--- config.mk ---
export PLATFORM = sky130hd
export DESIGN_NAME = cms_ctrl
export DESIGN_NICKNAME = d
export VERILOG_FILES = /design/src/design/cms_pkg.sv /design/src/design/cms_ctrl.sv
export SDC_FILE = /design/constraint.sdc
export NUM_CORES = 1
export LEC_CHECK = 0
export ABC_AREA = 1
export BUFFER_PORTS_ARGS = -buffer_cell sky130_fd_sc_hd__buf_2
export CORE_AREA = 5 5 42 44
export CTS_BUF_LIST = sky130_fd_sc_hd__clkbuf_16
export CTS_CLUSTER_DIAMETER = 40
export DETAILED_ROUTE_END_ITERATION = 10
export DIE_AREA = 0 0 47 49
export GPL_TIMING_DRIVEN = 0
export HOLD_SLACK_MARGIN = 0.15
export PLACE_DENSITY = 0.5
export RECOVER_POWER = 50
export SLEW_MARGIN = 20
export SYNTH_ARGS = -nofsm -noshare
export SYNTH_HDL_FRONTEND = slang
export SYNTH_SLANG_ARGS = --single-unit
export TNS_END_PERCENT = 10
--- constraint.sdc ---
create_clock -name clk -period 1.4 [get_ports clk]
set_clock_uncertainty 0.2 [all_clocks]
set_input_delay 0.14 -clock clk [delete_from_list [all_inputs] [get_ports clk]]
set_output_delay 0.14 -clock clk [all_outputs]
set_load 0.02 [all_outputs]
--- src/design/cms_pkg.sv ---
// shared types and constants for the chunked multi-stack block
// no dependencies; used by cms_ctrl, cms_dp and chunked_multi_stack
package cms_pkg;

	// input field widths
	localparam int ID_IN_W  = 10;
	localparam int DATA_W   = 32;
	localparam int DEPTH_W  = 17;

	// packed stream widths
	localparam int S_TDATA_W = 48;
	localparam int S_TUSER_W = 1;
	localparam int M_TDATA_W = 32;
	localparam int M_TUSER_W = 2;

	// operation codes
	localparam logic OP_PUSH = 1'b0;
	localparam logic OP_POP  = 1'b1;

	// result status codes
	typedef enum logic [1:0] {
		ST_PUSH_OK   = 2'd0,
		ST_POP_OK    = 2'd1,
		ST_POP_EMPTY = 2'd2,
		ST_POOL_FULL = 2'd3
	} status_t;

	// controller to datapath commands
	typedef struct packed {
		logic cap;   // capture the input transfer
		logic clr;   // clear one stack entry
		logic exe;   // commit the operation and load the result
	} dp_cmd_t;

	// datapath to controller status
	typedef struct packed {
		logic clr_last;     // clearing pass is on its last entry
		logic out_blocked;  // result register full and not being taken
	} dp_stat_t;

endpackage

--- src/design/cms_ctrl.sv ---
// sequencer for the chunked multi-stack block
// depends on cms_pkg for the command and status structs
module cms_ctrl (
	input  logic               clk,
	input  logic               arst_n,
	input  logic               s_tvalid,
	output logic               s_tready,
	input  cms_pkg::dp_stat_t  stat,
	output cms_pkg::dp_cmd_t   cmd
);

	typedef enum logic [2:0] {
		S_CLR,
		S_IDLE,
		S_IDX,
		S_RED,
		S_RD,
		S_ADR,
		S_WRD,
		S_EXE
	} state_t;

	state_t state_q;
	logic   ready_q;

	// state and registered ready
	always_ff @(posedge clk or negedge arst_n) begin
		if (!arst_n) begin
			state_q <= S_CLR;
			ready_q <= 1'b0;
		end else begin
			unique case (state_q)
				S_CLR: begin
					if (stat.clr_last) begin
						state_q <= S_IDLE;
						ready_q <= 1'b1;
					end
				end
				S_IDLE: begin
					if (s_tvalid && ready_q) begin
						state_q <= S_IDX;
						ready_q <= 1'b0;
					end
				end
				S_IDX: state_q <= S_RED;
				S_RED: state_q <= S_RD;
				S_RD:  state_q <= S_ADR;
				S_ADR: state_q <= S_WRD;
				S_WRD: state_q <= S_EXE;
				S_EXE: begin
					if (!stat.out_blocked) begin
						state_q <= S_IDLE;
						ready_q <= 1'b1;
					end
				end
				default: begin
					state_q <= S_CLR;
					ready_q <= 1'b0;
				end
			endcase
		end
	end

	// commands to the datapath
	assign s_tready = ready_q;
	assign cmd.cap  = s_tvalid && ready_q;
	assign cmd.clr  = (state_q == S_CLR);
	assign cmd.exe  = (state_q == S_EXE) && !stat.out_blocked;

endmodule

==> out/metrics.yaml <==
layout_min_cycle_time_ns: 1.35
synth.avg_cell_area_um2: 7.31
reg2regPathDepth: 8
pwr-share-seq: 0.210
r2r_start: "state_q[0]$_DFFE_PN0P_"
via_per_inst: 4.00
worst-path-buf-inv: 2
min_path_cells: 4
dr.pass1.iters: 4
maxCapViolCount: 0
die-area_um2: 2300
grt_antenna_before_repair: 0
ys_types: 16
crit_type: "flop to primary output"
worstSkewPairLatency_ns: 0.22
layout_setup_ws_ns: 0.0507
synth_top_area_share: 0.360
min_path_type: "primary input to flop"
cts_buffers: 3
synthesis.nets: 43
start_util: 0.198
grt_max_degree: 6
worstPathCellList: "nor2_4, nand2_2, inv_2, buf_6"
hpwl_um: 430
crit_slowest_cell: "dfrtp_2"
n_fill_cell: 158
wire_per_inst_um: 9.04
end_kind: "primary output"
tightest_slew_ns: 0.246
p_sw_frac: 0.369
clkSlewWorstSetupHoldPaths_ns: 0.03
syn_inst: 38
final_common_cell: "nand2_1"
min-delay-start: "s_tvalid"
outcome: "completed"
grt_use_total: 0.0720
cts_tree: "done"
cts.sinks: 4
syn_area_um2: 278
coreArea_um2: 1400
rrSetupSlack_ns: 0.09
drtAntennaViolNets: 0
gr-total-overflow: 0
pwr-share-clk: 0.345
dp_cells: 62
final_cell_mix: "nand2_1, buf_4, buf_2"
intPower_mw: 0.807
drv_slew: 0
clockBufferDepth: 2
n_antenna_cell: 0
grt_pass1_wl_um: 1190
fin_nets: 65
slew_headroom: 0.837
seq_area_frac_synth: 0.360
post-route-period-util: 0.964
grt_pass1_vias: 298
cts_root_buffer: "clkbuf_16"
finalHoldViolCount: 0
io_buffers: 8
leakagePower_nw: 0.269
yosys-top-cells-area: "dfrtp_1, nand2_1, inv_1"
drc: 0
start_kind: "flop"
fmaxAchievable_mhz: 741
arrival_ns: 1.01
hold_buffers: 4
yosysTopAreaCell: "dfrtp_1"
worstPathMaxFanout: 4
irDropWorstVdd_mv: 1.00
layoutNonFillerInstCount: 74
rsz0062_at_grt: "true"
die_y_um: 49
place_congestion: 0.697
num_rows: 14
required_ns: 1.06
place_worst_setup_slack_ns: 0.0915
ys_warn_count: 0
combinationalPowerShare: 0.445
drt_iter0_drc: 2
finalSetupViolations: 0
cpLargestDelayFamily: "flip-flops"
hold-path-endpoint: "state_q[0]$_DFFE_PN0P_"
critical-path-max-stage-delay_ns: 0.44
power_density_nw_per_um2: 2490
area_growth_syn_to_layout_pct: 84.7
die_x_um: 47
htree_levels: 1
ys_ff_latch: 4
r2r-end: "s_tready$_DFFE_PN0P_"
vias: 296
wl_um: 669
io-pin-count: 9
drive_above_1_share: 0.534
p_switching_mw: 0.473
## logic make-up after synthesis
kind of cell | count (synthesis) | synth area share
simple gates | 20 | 0.383
xor+xnor | 1 | 0.0315
buf+inv | 9 | 0.149
compound gates | 4 | 0.0766
flops | 4 | 0.360
## how the worst max path moves through the flow
| stage | start | cells after the start | slack (ns) | endpoint |
|---|---|---|---|---|
| 5_1_grt | state_q[1]$_DFFE_PN0P_ | 4 | -0.01 | cmd[1] |
| 2_1_floorplan | s_tready$_DFFE_PN0P_ | 7 | 0.07 | s_tready$_DFFE_PN0P_ |
| 4_1_cts | state_q[1]$_DFFE_PN0P_ | 4 | 0.002 | cmd[0] |
| 3_5_place_dp | state_q[0]$_DFFE_PN0P_ | 8 | 0.09 | s_tready$_DFFE_PN0P_ |
| 3_3_place_gp | state_q[0]$_DFFE_PN0P_ | 8 | 0.1 | s_tready$_DFFE_PN0P_ |
| 6_report | state_q[1]$_DFFE_PN0P_ | 4 | 0.05 | cmd[1] |
## power groups by stage
stage          sequential, mW  clock (mW)  combinational (mW)
2_1_floorplan           0.247           0               0.362
3_3_place_gp            0.235           0               0.479
3_5_place_dp            0.237           0               0.475
4_1_cts                 0.238       0.451               0.601
5_1_grt                 0.280       0.465               0.645
6_report                0.269       0.441               0.569
## through the flow
stage / hold slack, ns / power [mW] / utilization / setup TNS, ns / cell area (um^2)
2_1_floorplan: -0.356 / 0.608 / - / 0 / 278
3_3_place_gp: -0.252 / 0.714 / 0.241 / 0 / 338
3_5_place_dp: -0.253 / 0.712 / 0.241 / 0 / 338
4_1_cts: 0.0808 / 1.29 / 0.362 / 0 / 507
5_1_grt: 0.114 / 1.39 / 0.366 / -0.0138 / 513
6_report: 0.0748 / 1.28 / 0.366 / 0 / 513
## routing by layer
layer,wire [um],GRT usage,part of all wire
met5,0,0,0
met4,0,0.0553,0
met3,33,0.0258,0.049
met2,363,0.104,0.54
met1,272,0.0819,0.41
## layout make-up
cell class                 instances  area [um^2]  share of cell area
multi-input combinational         25          151               0.295
timing repair buffer              18          133               0.259
sequential                         4          104               0.202
clock buffer                       3         75.1               0.146
inverter                           8         30.0              0.0585
tap                               16         20.0              0.0390
## sequential cells by signal, summed over array words and instances (netlist names)
name	cells
s_tready	1
state_q	3
## synthesized netlist by cell type (all sizes together)
| master | instances |
|---|---|
| inv | 8 |
| o21ai | 1 |
| xnor2 | 1 |
| a21oi | 2 |
| nand4 | 1 |
| nand2 | 10 |
| nand3 | 5 |
| a31oi | 1 |
| buf | 1 |
| dfrtp | 4 |
| nor2 | 4 |
## what timing repair did
action | CTS | global route
gates cloned | 0 | 0
endpoints found under the hold margin | 6 | 1
buffers inserted | 5 | 1
endpoints found under the setup margin | 2 | 4
gates resized for setup | 6 | 7
pin swaps | 1 | 4
## worst register-to-register path, cell delays in order, from the launching register on
cell and delay (ns):
dfrtp_2 0.41, buf_4 0.15, inv_2 0.05, nor2_4 0.11, nand3_2 0.07, nand2_2 0.07, nand2_1 0.04, nand2_1 0.05
nand2_1 0.05
No activity file was read; power rests on OpenSTA's default activity.
